[config.mk]
export PLATFORM = sky130hd
export DESIGN_NAME = permission_text_parser
export DESIGN_NICKNAME = d
export VERILOG_FILES = /design/src/hdl/ptp_pkg.sv /design/src/hdl/ptp_step.sv /design/src/hdl/ptp_resq.sv /design/src/hdl/permission_text_parser.sv
export SDC_FILE = /design/constraint.sdc
export NUM_CORES = 1
export LEC_CHECK = 0
export BUFFER_PORTS_ARGS = -buffer_cell sky130_fd_sc_hd__buf_2
export CORE_MARGIN = 1.5
export CORE_UTILIZATION = 36
export CTS_CLUSTER_SIZE = 8
export DETAILED_ROUTE_END_ITERATION = 8
export MAX_ROUTING_LAYER = met4
export SYNTH_ARGS = -nofsm -noshare
export SYNTH_HDL_FRONTEND = slang
export SYNTH_SLANG_ARGS = --single-unit
[constraint.sdc]
create_clock -name clk -period 12.4 [get_ports clk]
set_input_delay 1.24 -clock clk [delete_from_list [all_inputs] [get_ports clk]]
set_output_delay 1.24 -clock clk [all_outputs]
set_load 0.1 [all_outputs]
[src/hdl/ptp_pkg.sv]
package ptp_pkg;

	localparam int DEF_MAX_PATH_LEN = 64;
	localparam int NKEY = 7;
	localparam int KEY_POS = 6;
	localparam int RQ_DEPTH = 4;
	localparam int RQ_AW = $clog2(RQ_DEPTH);

	localparam logic [1:0] KIND_PATH = 2'd0;
	localparam logic [1:0] KIND_COMMIT = 2'd1;
	localparam logic [1:0] KIND_DISCARD = 2'd2;
	localparam logic [1:0] KIND_FINAL = 2'd3;

	localparam logic [1:0] ST_OK = 2'd0;
	localparam logic [1:0] ST_INVALID = 2'd1;
	localparam logic [1:0] ST_TOO_LONG = 2'd2;

	localparam logic [7:0] KEY_TEXT [NKEY][KEY_POS] = '{
		'{8'h47, 8'h45, 8'h54, 8'h00, 8'h00, 8'h00},
		'{8'h50, 8'h4F, 8'h53, 8'h54, 8'h00, 8'h00},
		'{8'h50, 8'h55, 8'h54, 8'h00, 8'h00, 8'h00},
		'{8'h44, 8'h45, 8'h4C, 8'h45, 8'h54, 8'h45},
		'{8'h46, 8'h45, 8'h54, 8'h43, 8'h48, 8'h00},
		'{8'h50, 8'h41, 8'h54, 8'h43, 8'h48, 8'h00},
		'{8'h49, 8'h50, 8'h41, 8'h54, 8'h43, 8'h48}
	};
	localparam logic [2:0] KEY_LEN [NKEY] = '{3'd3, 3'd4, 3'd3, 3'd6, 3'd5, 3'd5, 3'd6};

	typedef enum logic [4:0] {
		PH_WS0 = 5'b00001,
		PH_METHOD = 5'b00010,
		PH_WS1 = 5'b00100,
		PH_PATH = 5'b01000,
		PH_STOP = 5'b10000
	} phase_t;

	typedef struct packed {
		phase_t phase;
		logic [NKEY-1:0] alive;
		logic [2:0] mchars;
		logic [NKEY-1:0] mask;
		logic seen;
		logic [1:0] code;
	} pstate_t;

	typedef struct packed {
		logic [1:0] kind;
		logic [7:0] pbyte;
		logic [6:0] mask;
		logic [6:0] len;
		logic [1:0] status;
	} res_t;

	typedef struct packed {
		logic [1:0] n;
		res_t [2:0] r;
	} res_set_t;

	function automatic logic is_space(input logic [7:0] c);
		return c inside {8'h20, [8'h09:8'h0D]};
	endfunction

	function automatic logic is_alpha(input logic [7:0] c);
		return c inside {[8'h41:8'h5A], [8'h61:8'h7A]};
	endfunction

	function automatic logic is_path(input logic [7:0] c);
		return c inside {[8'h21:8'h7E]};
	endfunction

endpackage

[src/hdl/ptp_step.sv]
module ptp_step #(
	parameter int MAX_PATH_LEN = ptp_pkg::DEF_MAX_PATH_LEN,
	parameter int CNT_W = $clog2(MAX_PATH_LEN + 1)
) (
	input logic [7:0] c,
	input logic last,
	input logic no_byte,
	input ptp_pkg::pstate_t st,
	input logic [CNT_W-1:0] cnt,
	output ptp_pkg::pstate_t st_nx,
	output logic [CNT_W-1:0] cnt_nx,
	output ptp_pkg::res_set_t res
);

	always_comb begin
		ptp_pkg::pstate_t s;
		logic [CNT_W-1:0] n_cnt;
		logic [1:0] n;
		logic do_method;
		logic do_after;
		logic do_pbyte;
		logic [15:0] cnt_wide;
		logic [1:0] fstat;

		s = st;
		n_cnt = cnt;
		n = 2'd0;
		res = '0;
		do_method = 1'b0;
		do_after = 1'b0;
		do_pbyte = 1'b0;
		cnt_wide = '0;
		fstat = ptp_pkg::ST_OK;

		if (!no_byte) begin
			case (s.phase)
				ptp_pkg::PH_WS0: begin
					if (!ptp_pkg::is_space(c)) begin
						if (!ptp_pkg::is_alpha(c)) begin
							s.code = ptp_pkg::ST_INVALID;
							s.phase = ptp_pkg::PH_STOP;
						end else begin
							s.phase = ptp_pkg::PH_METHOD;
							do_method = 1'b1;
						end
					end
				end
				ptp_pkg::PH_METHOD: do_method = 1'b1;
				ptp_pkg::PH_WS1: do_after = 1'b1;
				ptp_pkg::PH_PATH: begin
					if (ptp_pkg::is_path(c)) begin
						do_pbyte = 1'b1;
					end else begin
						cnt_wide = 16'(n_cnt);
						res.r[n] = '{kind: ptp_pkg::KIND_COMMIT, pbyte: 8'd0, mask: s.mask,
							len: cnt_wide[6:0], status: ptp_pkg::ST_OK};
						n = n + 2'd1;
						s.seen = 1'b1;
						s.alive = '1;
						s.mchars = 3'd0;
						s.mask = '0;
						n_cnt = '0;
						if (ptp_pkg::is_space(c)) begin
							s.phase = ptp_pkg::PH_WS0;
						end else begin
							s.code = ptp_pkg::ST_INVALID;
							s.phase = ptp_pkg::PH_STOP;
						end
					end
				end
				default: ;
			endcase

			if (do_method) begin
				if (ptp_pkg::is_alpha(c)) begin
					if (s.mchars >= 3'd6) begin
						s.alive = '0;
					end else begin
						for (int i = 0; i < ptp_pkg::NKEY; i++) begin
							if (ptp_pkg::KEY_TEXT[i][s.mchars] != c)
								s.alive[i] = 1'b0;
						end
					end
					if (s.mchars < 3'd7)
						s.mchars = s.mchars + 3'd1;
				end else begin
					for (int i = 0; i < ptp_pkg::NKEY; i++)
						s.mask[i] = s.alive[i] && (ptp_pkg::KEY_LEN[i] == s.mchars);
					if (s.mask == '0) begin
						s.code = ptp_pkg::ST_INVALID;
						s.phase = ptp_pkg::PH_STOP;
					end else begin
						do_after = 1'b1;
					end
				end
			end

			if (do_after) begin
				if (ptp_pkg::is_space(c)) begin
					s.phase = ptp_pkg::PH_WS1;
				end else if (ptp_pkg::is_path(c)) begin
					do_pbyte = 1'b1;
				end else begin
					s.code = ptp_pkg::ST_INVALID;
					s.phase = ptp_pkg::PH_STOP;
				end
			end

			if (do_pbyte) begin
				if (n_cnt >= CNT_W'(MAX_PATH_LEN)) begin
					res.r[n] = '{kind: ptp_pkg::KIND_DISCARD, pbyte: 8'd0, mask: s.mask,
						len: 7'd0, status: ptp_pkg::ST_OK};
					n = n + 2'd1;
					s.code = ptp_pkg::ST_TOO_LONG;
					s.phase = ptp_pkg::PH_STOP;
				end else begin
					n_cnt = n_cnt + CNT_W'(1);
					s.phase = ptp_pkg::PH_PATH;
					res.r[n] = '{kind: ptp_pkg::KIND_PATH, pbyte: c, mask: 7'd0,
						len: 7'd0, status: ptp_pkg::ST_OK};
					n = n + 2'd1;
				end
			end
		end

		if (last) begin
			if (s.phase == ptp_pkg::PH_PATH) begin
				cnt_wide = 16'(n_cnt);
				res.r[n] = '{kind: ptp_pkg::KIND_COMMIT, pbyte: 8'd0, mask: s.mask,
					len: cnt_wide[6:0], status: ptp_pkg::ST_OK};
				n = n + 2'd1;
				s.seen = 1'b1;
			end
			if (s.phase == ptp_pkg::PH_WS0)
				fstat = ptp_pkg::ST_INVALID;
			else
				fstat = s.seen ? ptp_pkg::ST_OK : s.code;
			res.r[n] = '{kind: ptp_pkg::KIND_FINAL, pbyte: 8'd0, mask: 7'd0,
				len: 7'd0, status: fstat};
			n = n + 2'd1;
			s.phase = ptp_pkg::PH_WS0;
			s.alive = '1;
			s.mchars = 3'd0;
			s.mask = '0;
			s.seen = 1'b0;
			s.code = ptp_pkg::ST_INVALID;
			n_cnt = '0;
		end

		res.n = n;
		st_nx = s;
		cnt_nx = n_cnt;
	end

endmodule

[src/hdl/ptp_resq.sv]
module ptp_resq (
	input logic clk,
	input logic arst_n,
	input logic push,
	input ptp_pkg::res_set_t push_set,
	output logic room,
	output logic res_valid,
	input logic res_stall,
	output ptp_pkg::res_t head
);

	ptp_pkg::res_t mem_q [ptp_pkg::RQ_DEPTH];
	logic [ptp_pkg::RQ_AW-1:0] wr_q;
	logic [ptp_pkg::RQ_AW-1:0] rd_q;
	logic [ptp_pkg::RQ_AW:0] count_q;
	logic pop;
	logic [1:0] push_n;

	assign res_valid = (count_q != '0);
	assign pop = res_valid && !res_stall;
	assign push_n = push ? push_set.n : 2'd0;
	assign head = mem_q[rd_q];

	// three free slots needed for a worst-case request
	assign room = (count_q <= (ptp_pkg::RQ_AW+1)'(ptp_pkg::RQ_DEPTH - 3))
		|| ((count_q == (ptp_pkg::RQ_AW+1)'(ptp_pkg::RQ_DEPTH - 2)) && pop);

	always_ff @(posedge clk or negedge arst_n) begin
		if (!arst_n) begin
			wr_q <= '0;
			rd_q <= '0;
			count_q <= '0;
		end else begin
			wr_q <= wr_q + ptp_pkg::RQ_AW'(push_n);
			if (pop)
				rd_q <= rd_q + ptp_pkg::RQ_AW'(1);
			count_q <= count_q + (ptp_pkg::RQ_AW+1)'(push_n)
				- (ptp_pkg::RQ_AW+1)'(pop);
		end
	end

	always_ff @(posedge clk) begin
		for (int j = 0; j < 3; j++) begin
			if (push && (2'(j) < push_set.n))
				mem_q[wr_q + ptp_pkg::RQ_AW'(j)] <= push_set.r[j];
		end
	end

endmodule

[src/hdl/permission_text_parser.sv]
// Permission text parser: takes one byte of a permission string per request and
// emits path bytes, committed or discarded entries (method mask and path length)
// and one final status per string. A byte request is registered, decoded by one
// level of logic and its results (up to three) are written into a four-entry
// result queue that hands out one result per cycle while the result side is not
// stalled. A new byte is taken every cycle while each byte yields at most one
// result and the result side is not stalled; a byte that yields two or three
// results can hold the input while the single result port drains the queue.
module permission_text_parser #(
	parameter int MAX_PATH_LEN = ptp_pkg::DEF_MAX_PATH_LEN
) (
	input logic clk,
	input logic arst_n,
	input logic text_valid,
	output logic text_stall,
	input logic [7:0] text_byte,
	input logic last,
	input logic no_byte,
	output logic res_valid,
	input logic res_stall,
	output logic [1:0] kind,
	output logic [7:0] path_byte,
	output logic [6:0] method_mask,
	output logic [6:0] path_length,
	output logic [1:0] status,
	output logic final_res
);

	localparam int CNT_W = $clog2(MAX_PATH_LEN + 1);

	logic valid_s1;
	logic [7:0] byte_s1;
	logic last_s1;
	logic nob_s1;
	ptp_pkg::pstate_t st_q;
	ptp_pkg::pstate_t st_nx;
	logic [CNT_W-1:0] cnt_q;
	logic [CNT_W-1:0] cnt_nx;
	ptp_pkg::res_set_t res_set;
	ptp_pkg::res_t head;
	logic room;
	logic proc;
	logic load;

	assign proc = valid_s1 && room;
	assign text_stall = valid_s1 && !room;
	assign load = text_valid && !text_stall;

	always_ff @(posedge clk or negedge arst_n) begin
		if (!arst_n) begin
			valid_s1 <= 1'b0;
			st_q <= '{phase: ptp_pkg::PH_WS0, alive: '1, mchars: 3'd0, mask: '0,
				seen: 1'b0, code: ptp_pkg::ST_INVALID};
			cnt_q <= '0;
		end else begin
			if (load)
				valid_s1 <= 1'b1;
			else if (proc)
				valid_s1 <= 1'b0;
			if (proc) begin
				st_q <= st_nx;
				cnt_q <= cnt_nx;
			end
		end
	end

	always_ff @(posedge clk) begin
		if (load) begin
			byte_s1 <= text_byte;
			last_s1 <= last;
			nob_s1 <= no_byte;
		end
	end

	ptp_step #(
		.MAX_PATH_LEN(MAX_PATH_LEN),
		.CNT_W(CNT_W)
	) u_step (
		.c(byte_s1),
		.last(last_s1),
		.no_byte(nob_s1),
		.st(st_q),
		.cnt(cnt_q),
		.st_nx(st_nx),
		.cnt_nx(cnt_nx),
		.res(res_set)
	);

	ptp_resq u_resq (
		.clk(clk),
		.arst_n(arst_n),
		.push(proc),
		.push_set(res_set),
		.room(room),
		.res_valid(res_valid),
		.res_stall(res_stall),
		.head(head)
	);

	assign kind = head.kind;
	assign path_byte = head.pbyte;
	assign method_mask = head.mask;
	assign path_length = head.len;
	assign status = head.status;
	assign final_res = (head.kind == ptp_pkg::KIND_FINAL);

endmodule
==> results.sh <==
export IMPL_status="completed"
export IMPL_drc_errors=0
export IMPL_grt_usage=0.2094
export IMPL_syn_instance_count=932
export IMPL_post_drt_wl_per_cell_um=21.59
export IMPL_syn_mean_instance_area_um2=10.21
export IMPL_first_pass_iters=6
export IMPL_final_layout_size_suffix_gt1_frac=0.1561
export IMPL_n_antenna_cell=0
export IMPL_critPathRequiredTime_ps=12540
export IMPL_critPathLaunch="byte_s1[0]$_DFFE_PP_"
export IMPL_grt_pass1_wl_um=44190
export IMPL_slew_headroom=0.1203
export IMPL_place_gp_congestion=0.9382
export IMPL_via_count=7899
export IMPL_cts_max_path_buffers=2
export IMPL_hold_slack_ps=481.4
export IMPL_path_clk_slew_ps=70
export IMPL_crit_type="flip-flop to flip-flop"
export IMPL_rr_startpoint="byte_s1[0]$_DFFE_PP_"
export IMPL_tritoncts="done"
export IMPL_start_util=0.3663
export IMPL_grt_pass1_vias=7504
export IMPL_ys_warnings_count=0
export IMPL_slew_violations=0
export IMPL_die_w_um=165.6
export IMPL_worst_pin_slew_ps=1315
export IMPL_p_leak_nw=3.687
export IMPL_synth_area_mm2=0.009518
export IMPL_numClockSinks=154
export IMPL_cts_made_buffers=17
export IMPL_core_area_mm2=0.02598
export IMPL_die_h_um=165.6
export IMPL_cp_slowest_cell="nor3_1"
export IMPL_nFillCells=2573
export IMPL_worstSetupStartpointType="flip-flop"
export IMPL_cp_top_family="compound AO/OA/AOI/OAI gates"
export IMPL_crit_buf_inv=3
export IMPL_finalCoreUtilization=0.4044
export IMPL_place_ws_ps=4991
export IMPL_syn_to_final_growth_pct=10.41
export IMPL_timing_fmax_mhz=131.5
export IMPL_hold_class="flip-flop to flip-flop"
export IMPL_cts_root_buf="clkbuf_16"
export IMPL_peakVddDrop_uv=198.9
export IMPL_hold_violations=0
export IMPL_yosys_cell_types_count=82
export IMPL_dieArea_mm2=0.02742
export IMPL_crit_path_max_incr_delay_ps=830
export IMPL_post_cts_buffers=0
export IMPL_power_density_mw_per_mm2=263.0
export IMPL_synth_seq_cells=154
export IMPL_cts_hold_buf=0
export IMPL_worstPathArrival_ps=7740
export IMPL_grt_max_degree=41
export IMPL_wl_um=27700
export IMPL_ys_flop_type="edfxtp_1"
export IMPL_place_hpwl_um=19250
export IMPL_cts_resized=0
export IMPL_antenna_left=0
export IMPL_grt_ovfl_total=0
export IMPL_clk_latency_ps=440
export IMPL_ios=43
export IMPL_synth_edf_count=114
export IMPL_ys_async_sr_fraction=0.2597
export IMPL_ys_seq_area_frac=0.4660
export IMPL_min_period_over_period=0.6135
export IMPL_worstPathCellList="or2_2 -> nor3_1 -> or4_1 -> nor3_2 -> a22oi_2 -> a211o_1 -> buf_4 -> mux2i_1 -> ha_1 -> nand2_1 -> a21oi_1 -> clkinv_1 -> nor3_1 -> a21oi_1 -> o21ai_2 -> buf_4"
export IMPL_fin_nets=964
export IMPL_io_buffers=42
export IMPL_fin_crit_ps=7607
export IMPL_htree_num_levels=4
export IMPL_drt_iter0_drc=1000
export IMPL_worstSetupEndpointType="flip-flop"
export IMPL_finClkSkew_ps=11.00
export IMPL_finalSetupTns_ps=0
export IMPL_rsz0062_at_grt="no"
export IMPL_rows=59
export IMPL_hold_start="u_resq.rd_q[0]$_DFFE_PN0P_"
export IMPL_setup_viol=0
export IMPL_worst_slack_ps=4793
export IMPL_cp_max_fo=29
export IMPL_via_per_inst=6.157
export IMPL_maxCapViolations=0
export IMPL_antenna_found_initial=0
-- cells in the final DEF, fill, tap and decap left out, types with 11 or more instances in the layout --
| master | count |
|---|---|
| o21ai_0 | 51 |
| o211ai_1 | 12 |
| o32ai_1 | 17 |
| a21oi_1 | 38 |
| and3_1 | 35 |
| buf_4 | 11 |
| edfxtp_1 | 114 |
| ha_1 | 14 |
| o22ai_1 | 38 |
| o31ai_1 | 17 |
| nor3_1 | 26 |
| xnor2_1 | 12 |
| inv_1 | 25 |
| nand3_1 | 20 |
| nand2_1 | 91 |
| mux4_2 | 26 |
| a31oi_1 | 14 |
| buf_2 | 42 |
| clkbuf_16 | 17 |
| nor2_1 | 65 |
| nor4_1 | 15 |
| dfrtp_1 | 30 |
-- cells by family (layout without fill, tap and decap cells) --
family / count (synthesis) / after routing / share of synthesized area
buf+inv: 100 / 113 / 0.04364
fa+ha+maj: 15 / 15 / 0.02051
simple gates: 328 / 328 / 0.1751
flops: 154 / 154 / 0.4660
other cells: 1 / 4 / 0.0003940
mux: 37 / 37 / 0.07427
xor+xnor: 20 / 20 / 0.01840
compound gates: 277 / 277 / 0.2017
-- per-layer routing --
metal  routed length [µm]  track usage  vias up
li1                     -            -     3639
met1                12920       0.2981     3850
met2                12290       0.3024      371
met3                 1834      0.03130       39
met4                  651      0.07560        0
met5                    0            -        -
-- state kept, by name, summed over array words and instances (netlist names), 2 cells and up --
name            flops
byte_s1             8
cnt_q               7
st_q               25
u_resq.count_q      3
u_resq.mem_q      104
u_resq.rd_q         2
u_resq.wr_q         2
-- layout make-up --
| type | instances | area (µm²) | share of cell area |
|---|---|---|---|
| clock buffer | 18 | 429.2 | 0.04084 |
| inverter | 28 | 105.1 | 0.01000 |
| tap | 335 | 419.2 | 0.03989 |
| timing repair buffer | 53 | 292.8 | 0.02786 |
| multi-input combinational | 681 | 4713 | 0.4485 |
| clock inverter | 14 | 112.6 | 0.01072 |
| sequential | 154 | 4437 | 0.4222 |
-- final timing paths --
kind	end	slack (ps)	depth (start not counted)
setup / recovery	u_resq.mem_q[1][19]$_SDFFCE_PP0P_	4790	16
hold / removal	u_resq.rd_q[0]$_DFFE_PN0P_	480	1
setup reg to reg	u_resq.mem_q[1][19]$_SDFFCE_PP0P_	4790	16
hold reg to reg	u_resq.rd_q[0]$_DFFE_PN0P_	480	1
max in group asynchronous	u_resq.rd_q[0]$_DFFE_PN0P_	10780	1
min in group asynchronous	u_resq.rd_q[0]$_DFFE_PN0P_	960	1
-- per-stage QoR --
stage	cells	instance area [µm²]	power, mW
after floorplan	935	9529	1.972
after global placement	1251	9967	2.259
after detailed placement	1251	9967	2.274
after CTS	1283	10510	2.769
after global routing	1283	10510	2.894
final	1283	10510	2.764
-- synth_stat cells (6+ instances only) --
library cell  number  share of area
a21o_1             8         0.0063
and3_1            35          0.023
nor2b_1           10         0.0066
nand3b_1           6         0.0047
buf_2             14         0.0074
edfxtp_1         114           0.36
or4_1             10         0.0079
o31ai_1           18          0.014
nor3_1            26          0.014
nand2b_1           9         0.0059
dfrtp_1           31          0.082
nand3_1           20          0.011
dfstp_2            9          0.025
a31oi_1           14         0.0092
o32ai_1           17          0.016
xnor2_1           12          0.011
o211ai_1          12         0.0095
a21oi_1           38          0.020
inv_1             25         0.0099
xor2_1             8         0.0074
or3_1              7         0.0046
nor4_1            15         0.0099
and2_1             9         0.0059
clkbuf_1          50          0.020
a22oi_1            7         0.0055
mux2i_1            7         0.0074
nand2_1           91          0.036
mux4_2            26          0.062
ha_1              14          0.018
a32oi_1            8         0.0074
nand4_1            6         0.0039
o22ai_1           38          0.025
o21ai_0           53          0.028
nor2_1            65          0.026
-- where the power goes --
group          switching (mW)  internal, mW
clock                   0.238         0.260
sequential              0.118         0.695
combinational            1.09         0.365
total                    1.44          1.32
(Power assumes the default switching activity.)
